<file path="config.mk">
export PLATFORM = sky130hd
export DESIGN_NAME = otsu_ram
export DESIGN_NICKNAME = d
export VERILOG_FILES = /design/src/rtl/core/otsu_ram.sv
export SDC_FILE = /design/constraint.sdc
export NUM_CORES = 2
export LEC_CHECK = 0
export ABC_AREA = 0
export BUFFER_PORTS_ARGS = -buffer_cell sky130_fd_sc_hd__buf_2
export CAP_MARGIN = 10
export CORE_ASPECT_RATIO = 1.2
export CORE_MARGIN = 2
export CORE_UTILIZATION = 50
export CTS_CLUSTER_SIZE = 12
export DETAILED_ROUTE_END_ITERATION = 12
export GPL_ROUTABILITY_DRIVEN = 0
export HOLD_SLACK_MARGIN = 0.05
export PLACE_DENSITY = 0.73
export SLEW_MARGIN = 40
export SYNTH_ARGS = -nofsm -noshare
export SYNTH_HDL_FRONTEND = slang
export SYNTH_SLANG_ARGS = --single-unit
</file>
<file path="constraint.sdc">
create_clock -name clk -period 2.9 [get_ports clk]
set_input_delay 0.29 -clock clk [delete_from_list [all_inputs] [get_ports clk]]
set_output_delay 0.29 -clock clk [all_outputs]
set_load 0.02 [all_outputs]
</file>
<file path="src/rtl/core/otsu_ram.sv">
`default_nettype none
module otsu_ram #(
    parameter int WIDTH = 8,
    parameter int DEPTH = 256
) (
    input  wire logic                                   clk,
    input  wire logic                                   wr_en,
    input  wire logic [((DEPTH > 1) ? $clog2(DEPTH) : 1)-1:0] wr_addr,
    input  wire logic [WIDTH-1:0]                       wr_data,
    input  wire logic [((DEPTH > 1) ? $clog2(DEPTH) : 1)-1:0] rd_addr,
    output logic      [WIDTH-1:0]                       rd_data
);
    logic [WIDTH-1:0] mem [DEPTH];

    always_ff @(posedge clk)
    begin
        if (wr_en)
        begin
            mem[wr_addr] <= wr_data;
        end
        rd_data <= mem[rd_addr];
    end
endmodule
`default_nettype wire

</file>
==> results.md <==
- Outcome: complete, no violations
- Final Non-Filler Cells: 6430
- Post-synth EDFFs: 2048
- PortBufs: 33
- Seq. cell area: 61700 um2
- TritonCTS clock tree: yes
- Final wirelength: 195 mm
- GRT Util Overall: 0.241
- #FFs+latches synth: 2056
- DP Worst Slack: -0.378 ns
- Initial antenna violation count: 10
- DRT iter0 DRCs: 5592
- Top Metal Used: met5
- Nets@finish: 4273
- First-pass GRT wire length: 284 mm
- Max Clock Freq: 369 MHz
- Resize count post-CTS: 0
- Vias: 40600
- Root Driver: clkbuf_16
- Ports: 34
- Distinct cells, synth: 55
- FP Rows: 160
- Pin count of the biggest net entering global routing: 115
- Worst Slack Setup Final: 0.194 ns
- Die H: 441 um
- Clock sink count: 2056
- Crit path launch type: flip-flop
- Max clock buf depth: 3
- H-Tree Level Count: 4
- Post-route total power: 58.8 mW
- Critical Path RT: 3.62 ns
- Placed instance count: 6151
- Total grt overflow: 0
- Skew final: 0.0509 ns
- Met3 Wirelength: 17.5 mm
- Syn Inst Count: 3733
- Crit path kind: reg2reg
- Die Width: 368 um
- DRC viols: 0
- Detail Route Antenna Nets: 0
- 1st-pass router iterations: 6
- Max VDD drop: 0.699 mV
- Full die area: 162000 um2
- Mapped Area: 79600 um2
- Via density: 6.32
- DP Wirelength: 124 mm
- Worst slew margin: 0.408
- Setup violations, final: 0
- Top FF cell, synth: edfxtp_1
- Setup TNS: 0 ns
- # Max-Cap Violations: 0
- CP Capture Type: flip-flop
- Postcts setup bufs: 0
- Clk_lat worst skew: 0.85 ns
- Leak pwr: 29.0 nW
- Crit-path max FO: 1
- Worst EP arrival: 3.42 ns
- M1 wire length: 70.6 mm
- Clk pin slew, worst setup/hold paths: 0.06 ns
- Core area: 158000 um2
- Ys Warns: 0
- Slew Limit Fails: 0
- Post-DR wirelength/cell: 30.3 um
- Fin crit share: 0.933
- Fraction of registers with async set/reset: 0
- Worst Tran Pin Value: 0.880 ns
- Multi-input logic area: 16500 um2
- Starting Density: 0.503
- Share of post-route cells with drive strength above 1: 0.286
- Area Growth Syn to Fin: 14.6%
- Vias in the first global route: 41000
- Net Count, Synth: 3759
- Met2 Wirelength: 98.2 mm
- Cell Pwr Density: 645 nW/um2
- RSZ-0062 raised after global routing: no
- Sequential fraction of the synthesis area: 0.775
- Fillers: 11200
- Avg Cell Area, Syn: 21.3 um2
- Hold Buf Count CTS: 3
- Final hold vios: 0
- Post-layout minimum cycle time: 2.71 ns
- Number of buffers created by CTS: 194
- Hold crit path type: in2reg
==> flip-flops by register name (all words and copies together), names as in the netlist <==
register	count
mem	2048
rd_data	8
==> worst max-delay path, stage by stage (launching register included) <==
cell and delay, ns:
edfxtp_1 0.38, mux4_2 0.45, nor2b_1 0.14, a211oi_1 0.54, nor3_1 0.17, nor4_1 0.63
buf_4 0.22, nor4_1 0.04
==> synth_stat cells, drive strengths merged, types with 2 or more instances <==
| cell | count | area, um2 |
|---|---|---|
| nand3b | 2 | 15.0 |
| a2111oi | 5 | 52.6 |
| and3b | 2 | 17.5 |
| o211ai | 10 | 75.1 |
| nor3 | 22 | 110 |
| o22a | 5 | 43.8 |
| o22ai | 28 | 175 |
| mux4 | 456 | 10300 |
| a22oi | 133 | 998 |
| or2 | 4 | 25.0 |
| nand2 | 33 | 124 |
| clkbuf | 111 | 417 |
| nand4 | 10 | 62.6 |
| o32ai | 5 | 51.3 |
| buf | 122 | 1030 |
| a311oi | 2 | 17.5 |
| a211oi | 16 | 120 |
| nand3 | 34 | 170 |
| dfxtp | 8 | 160 |
| nand2b | 8 | 50.1 |
| nor4 | 27 | 188 |
| a31oi | 2 | 12.5 |
| o221ai | 47 | 418 |
| a21oi | 96 | 480 |
| mux2i | 134 | 1340 |
| nor2b | 31 | 194 |
| nor2 | 282 | 1060 |
| o21ai | 12 | 60.1 |
| and2 | 6 | 37.5 |
| a221oi | 14 | 129 |
| a22o | 8 | 70.1 |
| edfxtp | 2048 | 61500 |
==> path summary, 6_finish.rpt <==
path | to | cells past startpoint | startpoint | slack, ns
max | rd_data[1]$_DFF_P_ | 7 | mem[96][1]$_DFFE_PP_ | 0.19
min | mem[151][5]$_DFFE_PP_ | 1 | wr_data[5] | 0.09
max reg2reg | rd_data[1]$_DFF_P_ | 7 | mem[96][1]$_DFFE_PP_ | 0.19
min reg2reg | rd_data[5]$_DFF_P_ | 5 | mem[62][5]$_DFFE_PP_ | 1.02
==> placed cells by master (no fill, tap or decap), types with 6 or more instances in the layout <==
master	Yosys	final
a221oi_1	13	13
mux2i_1	134	134
a22oi_1	133	133
dfxtp_1	8	8
buf_12	8	58
edfxtp_1	2048	2048
clkbuf_8	0	7
nor2b_1	31	28
nand2b_1	8	8
nor3_1	22	22
a21oi_1	96	96
o22ai_1	28	28
a211oi_1	16	16
clkinv_1	1	8
diode_2	0	9
o221ai_1	46	46
nand4_1	10	10
buf_4	27	455
o211ai_1	10	10
a22o_1	8	8
mux4_2	454	454
o21ai_0	10	10
nor2_1	282	279
buf_2	31	22
nor4_1	24	24
nand2_1	33	33
clkinv_16	0	6
clkbuf_16	0	194
nand3_1	34	34
clkbuf_1	111	42
and2_1	6	6
==> per-stage QoR <==
stage / area, um2 / utilization / hold WS [ns]
6_report: 91200 / 0.576 / 0.0881
5_1_grt: 91100 / 0.576 / 0.102
4_1_cts: 91100 / 0.576 / 0.0590
3_5_place_dp: 85600 / 0.541 / 0.773
3_3_place_gp: 85600 / 0.541 / 0.765
2_1_floorplan: 79600 / - / 0.389
==> metal layers <==
| layer | global-route usage | vias up |
|---|---|---|
| met1 | 0.314 | 21400 |
| met4 | 0.105 | 8 |
| met5 | 0 | - |
| li1 | - | 16600 |
| met2 | 0.402 | 2209 |
| met3 | 0.0433 | 417 |
==> area by class of cell <==
cell class	count	area share
clock inverters	27	0.00457
flip-flops and latches	2056	0.676
well taps	2106	0.0289
multi-input cells	1442	0.181
repair buffers	551	0.0538
inverters	2	0.0000824
clock buffers	237	0.0551
diodes	9	0.000247
==> where the power goes <==
part	total [mW]	internal, mW	switching [mW]
sequential	32.8	32.8	0.0467
clock	22.8	12.3	10.5
combinational	3.21	1.23	1.98
total	58.8	46.2	12.5
==> logic make-up after synthesis <==
group                  share of synthesized area
buffers and inverters                     0.0183
muxes                                      0.146
DFF                                        0.775
and+or+nand+nor                           0.0263
AOI/OAI and AO/OA                         0.0342
(Power assumes the default switching activity.)
