<file path="src/rtl/core/otsu_mul.sv">
`default_nettype none
// shift-add multiplier, one multiplier bit per cycle
module otsu_mul #(
    parameter int AW = 8,
    parameter int BW = 8
) (
    input  wire logic             clk,
    input  wire logic             rst_n,
    input  wire logic             start,
    input  wire logic [AW-1:0]    a,
    input  wire logic [BW-1:0]    b,
    output logic                  done,
    output logic [AW+BW-1:0]      product
);
    localparam int CNT_W = $clog2(BW + 1);

    logic [AW+BW-1:0] acc_reg, acc_next;
    logic [AW-1:0]    a_reg, a_next;
    logic [CNT_W-1:0] cnt_reg, cnt_next;
    logic             busy_reg, busy_next;
    logic             done_reg, done_next;
    logic [AW:0]      sum;

    always_comb
    begin
        sum       = {1'b0, acc_reg[AW+BW-1:BW]} + (acc_reg[0] ? {1'b0, a_reg} : '0);
        acc_next  = acc_reg;
        a_next    = a_reg;
        cnt_next  = cnt_reg;
        busy_next = busy_reg;
        done_next = 1'b0;
        if (start)
        begin
            acc_next  = {{AW{1'b0}}, b};
            a_next    = a;
            cnt_next  = CNT_W'(BW);
            busy_next = 1'b1;
        end
        else if (busy_reg)
        begin
            acc_next = {sum, acc_reg[BW-1:1]};
            cnt_next = cnt_reg - 1'b1;
            if (cnt_reg == CNT_W'(1))
            begin
                busy_next = 1'b0;
                done_next = 1'b1;
            end
        end
    end

    always_ff @(posedge clk or negedge rst_n)
    begin
        if (!rst_n)
        begin
            busy_reg <= 1'b0;
            done_reg <= 1'b0;
            cnt_reg  <= '0;
        end
        else
        begin
            busy_reg <= busy_next;
            done_reg <= done_next;
            cnt_reg  <= cnt_next;
        end
    end

    always_ff @(posedge clk)
    begin
        acc_reg <= acc_next;
        a_reg   <= a_next;
    end

    assign done    = done_reg;
    assign product = acc_reg;
endmodule
`default_nettype wire
</file>
<file path="config.mk">
export PLATFORM = sky130hd
export DESIGN_NAME = otsu_mul
export DESIGN_NICKNAME = d
export VERILOG_FILES = /design/src/rtl/core/otsu_mul.sv
export SDC_FILE = /design/constraint.sdc
export NUM_CORES = 1
export LEC_CHECK = 0
export BUFFER_PORTS_ARGS = -buffer_cell sky130_fd_sc_hd__buf_4
export CORE_UTILIZATION = 47
export CTS_CLUSTER_SIZE = 8
export DETAILED_ROUTE_END_ITERATION = 10
export HOLD_SLACK_MARGIN = 0.03
export PLACE_DENSITY = 0.74
export SYNTH_ARGS = -nofsm -noshare
export SYNTH_HDL_FRONTEND = slang
export SYNTH_SLANG_ARGS = --single-unit
</file>
<file path="constraint.sdc">
create_clock -name clk -period 2.01 [get_ports clk]
set_clock_uncertainty 0.05 [all_clocks]
set_input_delay 0.1005 -clock clk [delete_from_list [all_inputs] [get_ports clk]]
set_output_delay 0.1005 -clock clk [all_outputs]
set_load 0.03 [all_outputs]
</file>
==> results of run 1 <==
[cell usage in the layout (no fill, tap or decap), types with 7 or more instances in the layout]
master / netlist / routed
dfxtp_1: 8 / 8
buf_4: 0 / 38
mux2_2: 8 / 8
dlygate4sd3_1: 0 / 17
nand2_1: 7 / 7
nor2_1: 7 / 7
ha_1: 10 / 7
edfxtp_1: 16 / 16
[per-stage QoR]
stage / TNS (ns) / cell area (sq um) / cells / util [%] / setup slack, ns
3_3_place_gp: 0 / 1860 / 201 / 60.5 / 0.0455
6_report: 0 / 2130 / 228 / 69.3 / 0.0258
4_1_cts: 0 / 2120 / 228 / 68.8 / 0.0193
2_1_floorplan: 0 / 1550 / 124 / - / 0.00200
5_1_grt: -0.0670 / 2130 / 228 / 69.3 / -0.0565
3_5_place_dp: -0.0907 / 1860 / 201 / 60.5 / -0.0729
[timing repair]
action	in CTS	in global routing
cloned	0	0
endpoints found under the hold margin	22	0
gates resized for setup	3	3
hold buffers	17	0
buffers inserted	2	0
setup endpoints to repair	4	4
pin swaps	3	0
[metal layers]
| layer | global-route usage [%] | wire length, um | vias to the layer above | share of wire [%] |
|---|---|---|---|---|
| li1 | - | - | 572 | - |
| met1 | 20.4 | 1280 | 549 | 40 |
| met2 | 36.4 | 1690 | 35 | 52 |
| met3 | 7.21 | 143 | 12 | 4.4 |
| met4 | 12.2 | 108 | 0 | 3.3 |
| met5 | 0 | 0 | - | 0 |
[worst max-delay path: stages, from the launching register on]
cell and delay, ns:
edfxtp_1 0.48, and2_4 0.19, ha_4 0.17, fa_2 0.37, nand3_2 0.12, a31oi_4 0.10
o21a_1 0.22, o32ai_2 0.21
[final cells by class]
class	instances	area, sq um	area share, %
Clock buffer	6	41.3	1.94
Clock inverter	2	8.76	0.411
Inverter	5	18.8	0.880
Multi-Input combinational cell	86	763	35.8
Sequential cell	30	791	37.1
Tap cell	44	55.1	2.58
Timing Repair Buffer	55	455	21.3
[how the worst max path moves through the flow]
stage,endpoint,cells past startpoint
2_1_floorplan,product[14]$_SDFFE_PP0P_,6
3_3_place_gp,product[12]$_SDFFE_PP0P_,6
3_5_place_dp,product[13]$_SDFFE_PP0P_,7
4_1_cts,product[13]$_SDFFE_PP0P_,7
5_1_grt,product[13]$_SDFFE_PP0P_,7
6_report,product[13]$_SDFFE_PP0P_,7
[kinds of logic (layout without fill, tap and decap cells)]
kind of cell,Yosys count,in the layout
fa+ha+maj,11,11
buf+inv,8,68
mux,12,12
xor+xnor,7,7
simple gates,30,30
compound gates,26,26
flops,30,30
[where the power goes]
part	internal, uW	leakage (uW)	switching, uW
sequential	791	0.000301	138
combinational	457	0.000559	503
clock	131	0.0000297	212
==> impl_metrics.env, run 1 <==
export IMPL_synthAdderAreaFrac_pct=9.43
export IMPL_die_h_um=59.2
export IMPL_total_power_uw=2230
export IMPL_regToRegSetupSlack_ns=0.03
export IMPL_drive_gt1_share_pct=38.0
export IMPL_slew_headroom_pct=63.5
export IMPL_ant_nets=0
export IMPL_gp_congestion=0.797
export IMPL_die_x_um=59.2
export IMPL_firstDrtPassIters=4
export IMPL_synthMuxAreaShare_pct=8.86
export IMPL_r2r_worst_path_cells=7
export IMPL_synth_edf_count=16
export IMPL_portBuffers=35
export IMPL_largest_reg_flops=16
export IMPL_worstSetupEndpointType="flop"
export IMPL_cts_root_buf="clkbuf_4"
export IMPL_synth_top_family_by_area="compound AO/OA/AOI/OAI gates"
export IMPL_syn_to_final_growth_pct=38.6
export IMPL_r2r_end="product[13]$_SDFFE_PP0P_"
export IMPL_syn_mean_instance_area_sq_um=12.4
export IMPL_core_rowCount=20
export IMPL_antenna_found_initial=0
export IMPL_synth_xor_area_share_pct=3.98
export IMPL_drv_slew=0
export IMPL_clk_pin_slew_ns=0.10
export IMPL_cp_start_kind="flop"
export IMPL_dp_hpwl_mm=2.09
export IMPL_synth_most_common_cell="edfxtp_1"
export IMPL_p_per_area_mw_per_mm2=1050
export IMPL_rsz0062_at_grt="true"
export IMPL_syn_inst=124
export IMPL_routed_wl_mm=3.23
export IMPL_ys_top_cells_by_area="edfxtp_1 (31%), dfxtp_1 (10%), dfrtp_1 (9.8%), ha_1 (8.1%), mux2_2 (5.9%)"
export IMPL_synthFlopType="edfxtp_1"
export IMPL_grt_max_degree=31
export IMPL_top_level_ports=36
export IMPL_rr_startpoint="product[0]$_DFFE_PP_"
export IMPL_fin_nets=213
export IMPL_cp_data_arrival_time_ns=2.19
export IMPL_crit_required_ns=2.22
export IMPL_path_class="flop to flop"
export IMPL_grt_pass1_vias=1215
export IMPL_outcome="finished clean"
export IMPL_synth_nets=154
export IMPL_synth_seq_cells=30
export IMPL_clk_path_buf_depth=2
export IMPL_maxCapViolations=0
export IMPL_hold_viol_final=0
export IMPL_cts_sinks=30
export IMPL_htree_levels=2
export IMPL_cp_max_fo=6
export IMPL_initial_core_util_pct=50.0
export IMPL_gr_total_overflow=0
export IMPL_post_synth_and_or_nand_nor_area_fraction_pct=10.7
export IMPL_worstMarginPinSlew_ns=0.548
export IMPL_fillers=214
export IMPL_dieArea_sq_mm=0.00351
export IMPL_drt_initial_drc_count=44
export IMPL_cts_buffers=5
export IMPL_synth_compound_area_share_pct=13.4
export IMPL_track_usage_pct=20.5
export IMPL_synthArstFlopShare_pct=20.0
export IMPL_cts_tree="yes"
export IMPL_post_route_period_util_pct=98.7
export IMPL_num_vias=1168
export IMPL_yosysSeqAreaShare_pct=51.4
export IMPL_synth_area_leader_cell="edfxtp_1"
export IMPL_synth_warnings=0
export IMPL_yosysTopAreaCellShare_pct=31.2
export IMPL_syn_area_sq_mm=0.00154
export IMPL_clk_latency_ns=0.34
export IMPL_vdd_drop_max_v=0.000503
export IMPL_leakage_uw=0.000889
export IMPL_fmax_ghz=0.504
export IMPL_min_period_ns=1.98
export IMPL_setup_violations_final=0
export IMPL_core_area_sq_mm=0.00308
export IMPL_n_antenna_cell=0
export IMPL_startpoint="product[0]$_DFFE_PP_"
export IMPL_grt_pass1_wl_mm=5.11
export IMPL_routedWlPerCell_um=14.2
export IMPL_synth_common_cells="edfxtp_1 (16), ha_1 (10), and2_1 (8), dfxtp_1 (8), mux2_2 (8)"
export IMPL_finalHoldWorstSlack_ns=0.0580
export IMPL_hold_path_class="input port to asynchronous set/reset pin"
export IMPL_drc=0
export IMPL_yosys_cell_types_count=38
export IMPL_vias_per_cell=5.12
(Power assumes the default switching activity.)
==> run 2: changes to the inputs <==
CORE_ASPECT_RATIO = 1.1   (was default)
==> run 2 against run 1 <==
Net effect:
- wire length down 3.0%
- sequential share of layout area up 0.60 points
- critical path depth is the same
- global-route usage down 0.97 points
- flip-flop and latch count is the same
- non-clock buffer count unchanged
- critical endpoint unchanged
- largest cell class unchanged
- largest power group unchanged
- highest routed layer unchanged
==> impl_metrics.env, run 2 (same netlist as run 1, synthesis figures left out) <==
export IMPL_num_vias=1127
export IMPL_r2r_worst_path_cells=7
export IMPL_htree_levels=2
export IMPL_core_rowCount=21
export IMPL_setup_violations_final=0
export IMPL_cp_data_arrival_time_ns=2.13
export IMPL_track_usage_pct=19.5
export IMPL_cp_endpoint="product[13]$_SDFFE_PP0P_"
export IMPL_drc=0
export IMPL_cp_slowest_cell="edfxtp_1"
export IMPL_vdd_drop_max_v=0.000748
export IMPL_core_area_sq_mm=0.00307
export IMPL_highest_layer="met4"
export IMPL_fillers=214
export IMPL_drive_gt1_share_pct=38.0
export IMPL_post_route_period_util_pct=96.1
export IMPL_place_inst=192
export IMPL_worstMarginPinSlew_ns=0.348
export IMPL_top_level_ports=36
export IMPL_firstDrtPassIters=4
export IMPL_routed_wl_mm=3.13
export IMPL_maxCapViolations=0
export IMPL_regToRegSetupSlack_ns=0.08
export IMPL_initial_core_util_pct=50.1
export IMPL_gr_total_overflow=0
export IMPL_cts_buffers=5
export IMPL_syn_to_final_growth_pct=36.4
export IMPL_r2r_end="product[13]$_SDFFE_PP0P_"
export IMPL_cts_tree="yes"
export IMPL_hold_viol_final=0
export IMPL_leakage_uw=0.000886
export IMPL_p_per_area_mw_per_mm2=1050
export IMPL_hold_path_class="input port to asynchronous set/reset pin"
export IMPL_die_x_um=56.6
export IMPL_wl_met3_um=122
export IMPL_gp_congestion=0.836
export IMPL_cp_start_kind="flop"
export IMPL_startpoint="product[0]$_DFFE_PP_"
export IMPL_m1WireLength_mm=1.35
export IMPL_grt_pass1_wl_mm=5.00
export IMPL_crit_required_ns=2.21
export IMPL_path_class="flop to flop"
export IMPL_rr_startpoint="product[0]$_DFFE_PP_"
export IMPL_clk_path_buf_depth=2
export IMPL_fmax_ghz=0.518
export IMPL_worstSetupEndpointType="flop"
export IMPL_dieArea_sq_mm=0.00351
export IMPL_cts_sinks=30
export IMPL_antenna_found_initial=0
export IMPL_routedWlPerCell_um=14.4
export IMPL_die_h_um=62.0
export IMPL_fin_nets=213
export IMPL_rsz0062_at_grt="true"
export IMPL_critPathBufInv=0
export IMPL_clk_pin_slew_ns=0.10
export IMPL_cts_root_buf="clkbuf_4"
export IMPL_mostFrequentLayoutCell="buf_4"
export IMPL_n_antenna_cell=0
export IMPL_clk_latency_ns=0.33
export IMPL_setup_ws_ns=0.0792
export IMPL_grt_max_degree=31
export IMPL_min_period_ns=1.93
export IMPL_ant_nets=0
export IMPL_drt_initial_drc_count=37
export IMPL_largest_reg_flops=16
export IMPL_final_cell_mix="buf_4 (37), dlygate4sd3_1 (17), edfxtp_1 (16)"
export IMPL_slew_headroom_pct=76.8
export IMPL_met2_length_mm=1.61
export IMPL_critPathMaxStageDelay_ns=0.45
export IMPL_dpl_worst_slack_ns=0.0166
export IMPL_drv_slew=0
export IMPL_outcome="finished clean"
export IMPL_cp_max_fo=6
export IMPL_vias_per_cell=5.17
export IMPL_path_cells="and2_4 -> ha_2 -> fa_2 -> nand3_2 -> a31oi_2 -> o21a_1 -> o32ai_2"
export IMPL_dp_hpwl_mm=2.14
export IMPL_cp_depth=7
export IMPL_cpLargestDelayFamily="adder cells"
export IMPL_portBuffers=35
export IMPL_setup_tns_ns=0
export IMPL_grt_pass1_vias=1124
export IMPL_finalNonFillerCells=218
## run 2: changes by cell type in the layout (fill, tap and decap cells not counted)
cell / delta
ha_4: -1
a31oi_2: +1
buf_4: -1
buf_2: +1
ha_2: +1
a31oi_4: -1
## run 2: cell type report
cell class	instances	area, sq um	area share [%]
clock buffer	6	41.3	1.97
clock inverter	2	8.76	0.417
inverter	5	18.8	0.894
multi-input combinational	86	744	35.5
sequential	30	791	37.7
tap	34	42.5	2.03
timing repair buffer	55	453	21.6
## run 2: how the worst min path moves through the flow
stage          start                      to  slack, ns  cells after the start
4_1_cts        rst_n          done$_DFF_PN0_       0.04                      2
6_report       rst_n          done$_DFF_PN0_       0.05                      2
5_1_grt        rst_n  cnt_reg[2]$_DFFE_PN0P_       0.06                      2
3_3_place_gp   rst_n  cnt_reg[1]$_DFFE_PN0P_      -0.14                      1
3_5_place_dp   rst_n  cnt_reg[2]$_DFFE_PN0P_      -0.14                      1
2_1_floorplan  rst_n      busy_reg$_DFF_PN0_      -0.25                      0
## run 2: stage by stage
| stage | instance area, sq um | power, uW | utilization [%] | hold slack (ns) |
|---|---|---|---|---|
| floorplan | 1550 | 1540 | - | -0.245 |
| global placement | 1860 | 1800 | 60.4 | -0.140 |
| detailed placement | 1860 | 1830 | 60.4 | -0.138 |
| CTS | 2080 | 2200 | 67.6 | 0.0387 |
| global route | 2100 | 2340 | 68.3 | 0.0567 |
| finish | 2100 | 2200 | 68.3 | 0.0536 |
## run 2: power breakdown
| group | total, uW | switching, uW | leakage, uW | internal, uW |
|---|---|---|---|---|
| clock | 335 | 204 | 0.0000297 | 131 |
| combinational | 956 | 507 | 0.000556 | 449 |
| sequential | 913 | 122 | 0.000301 | 791 |
| total | 2200 | 833 | 0.000886 | 1370 |
## run 2: routing by layer
metal,vias to the layer above,GRT usage [%]
met5,-,0
met4,0,8.01
met3,5,6.42
met2,28,36.1
met1,528,21.1
li1,566,-
## run 2: timing repair
action	CTS	global route
setup endpoints to repair	0	4
setup buffers	0	1
hold endpoints to repair	22	0
hold buffers	17	0
gates resized for setup	0	5
==> run 3: changes to the inputs <==
BUFFER_PORTS_ARGS = -buffer_cell sky130_fd_sc_hd__buf_2   (was -buffer_cell sky130_fd_sc_hd__buf_4)
==> run 3 against run 2 <==
Net effect:
- core utilization decreased by 3.2 points
- die area unchanged
- setup slack got worse by 0.0053 ns
- flip-flop and latch count unchanged
- fmax decreased by 0.28%
- register-to-register slack about the same
- non-clock buffer count increased by 1
- via count increased by 2.7%
- count of clock-buffer cells in the layout increased by 1
- sequential share of layout area increased by 1.8 points
- largest cell class unchanged
==> impl_metrics.env, run 3 (same netlist as run 1, synthesis figures left out) <==
export IMPL_crit_required_ns=2.21
export IMPL_leakage_uw=0.000863
export IMPL_dp_hpwl_mm=2.10
export IMPL_core_area_sq_mm=0.00307
export IMPL_gr_total_overflow=0
export IMPL_min_period_ns=1.94
export IMPL_setup_violations_final=0
export IMPL_grt_pass1_vias=1092
export IMPL_num_vias=1157
export IMPL_routed_wl_mm=2.99
export IMPL_die_h_um=62.0
export IMPL_htree_levels=2
export IMPL_outcome="finished clean"
export IMPL_routedWlPerCell_um=13.7
export IMPL_path_class="flop to flop"
export IMPL_clk_path_buf_depth=2
export IMPL_vias_per_cell=5.31
export IMPL_gp_congestion=0.815
export IMPL_final_cell_mix="buf_2 (35), dlygate4sd3_1 (17), edfxtp_1 (16)"
export IMPL_grt_max_degree=24
export IMPL_track_usage_pct=18.8
export IMPL_post_route_period_util_pct=96.3
export IMPL_slew_headroom_pct=68.8
export IMPL_maxCapViolations=0
export IMPL_p_per_area_mw_per_mm2=1050
export IMPL_worstSetupEndpointType="flop"
export IMPL_portBuffers=35
export IMPL_drc=0
export IMPL_ant_nets=0
export IMPL_cp_max_fo=8
export IMPL_vdd_drop_max_v=0.000818
export IMPL_utilization_pct=65.1
export IMPL_firstDrtPassIters=4
export IMPL_drv_slew=0
export IMPL_mostFrequentLayoutCell="buf_2"
export IMPL_cp_data_arrival_time_ns=2.14
export IMPL_cts_tree="yes"
export IMPL_worstMarginPinSlew_ns=0.467
export IMPL_cts_buffers=5
export IMPL_finalHoldWorstSlack_ns=0.0665
export IMPL_cts_sinks=30
export IMPL_hold_viol_final=0
export IMPL_fin_nets=214
export IMPL_clk_latency_ns=0.33
export IMPL_clk_pin_slew_ns=0.09
export IMPL_dieArea_sq_mm=0.00351
export IMPL_fmax_ghz=0.517
export IMPL_initial_core_util_pct=50.1
export IMPL_largest_reg_flops=16
export IMPL_core_rowCount=21
export IMPL_cp_start_kind="flop"
export IMPL_hold_path_class="input port to asynchronous set/reset pin"
export IMPL_cts_root_buf="clkbuf_4"
export IMPL_grt_pass1_wl_mm=4.77
export IMPL_regToRegSetupSlack_ns=0.07
export IMPL_n_antenna_cell=0
export IMPL_antenna_found_initial=0
export IMPL_drt_initial_drc_count=17
export IMPL_fillers=262
export IMPL_die_x_um=56.6
export IMPL_syn_to_final_growth_pct=30.1
export IMPL_drive_gt1_share_pct=37.0
export IMPL_top_level_ports=36
-- run 3: path summary, 6_finish.rpt --
| kind | from | cells after the start | to |
|---|---|---|---|
| max in group asynchronous | rst_n | 2 | cnt_reg[0]$_DFFE_PN0P_ |
| worst min register to register | product[13]$_SDFFE_PP0P_ | 2 | product[13]$_SDFFE_PP0P_ |
| worst max-delay path | product[0]$_DFFE_PP_ | 7 | product[13]$_SDFFE_PP0P_ |
| worst max register to register | product[0]$_DFFE_PP_ | 7 | product[13]$_SDFFE_PP0P_ |
| worst min-delay path | rst_n | 2 | busy_reg$_DFF_PN0_ |
| min in group clk | start | 2 | product[8]$_SDFFE_PP0P_ |
-- run 3: through the flow --
stage          setup TNS (ns)  instances  worst slack, ns  power (uW)  area (sq um)
2_1_floorplan               0        124          0.00200        1540          1550
5_1_grt              -0.00191        218         -0.00191        2240          2000
3_5_place_dp                0        192           0.0333        1760          1770
4_1_cts                     0        216           0.0168        2110          1980
3_3_place_gp                0        192           0.0985        1720          1770
6_report                    0        218           0.0739        2110          2000
-- run 3: power breakdown --
part           switching [uW]  total [uW]  internal, uW
Combinational             497         872           376
Clock                     188         320           131
Sequential                122         913           791
-- run 3: area by class of cell --
class	count	area, sq um	share of cell area, %
clock buffer	7	45.0	2.25
inverter	5	18.8	0.938
multi-input combinational	86	729	36.4
sequential	30	791	39.5
tap	34	42.5	2.13
timing repair buffer	56	375	18.8
-- run 3: layer usage --
layer | up-vias | routed length, um | GRT usage [%]
li1 | 569 | - | -
met1 | 544 | 1250 | 20.6
met2 | 36 | 1510 | 32.9
met3 | 8 | 154 | 6.42
met4 | 0 | 63 | 10.5
met5 | - | 0 | 0
-- run 3: critical path: stages, from the launching register on --
cell and delay [ns]:
edfxtp_1 0.47, and2_1 0.20, ha_2 0.19, fa_2 0.37
nand3_2 0.10, a31oi_2 0.10, o21a_1 0.19, o32ai_2 0.18
-- run 3: what timing repair did --
item,CTS,global route
hold buffers,17,0
resized for setup,0,1
buffers inserted,0,2
endpoints found under the setup margin,0,3
endpoints found under the hold margin,22,0
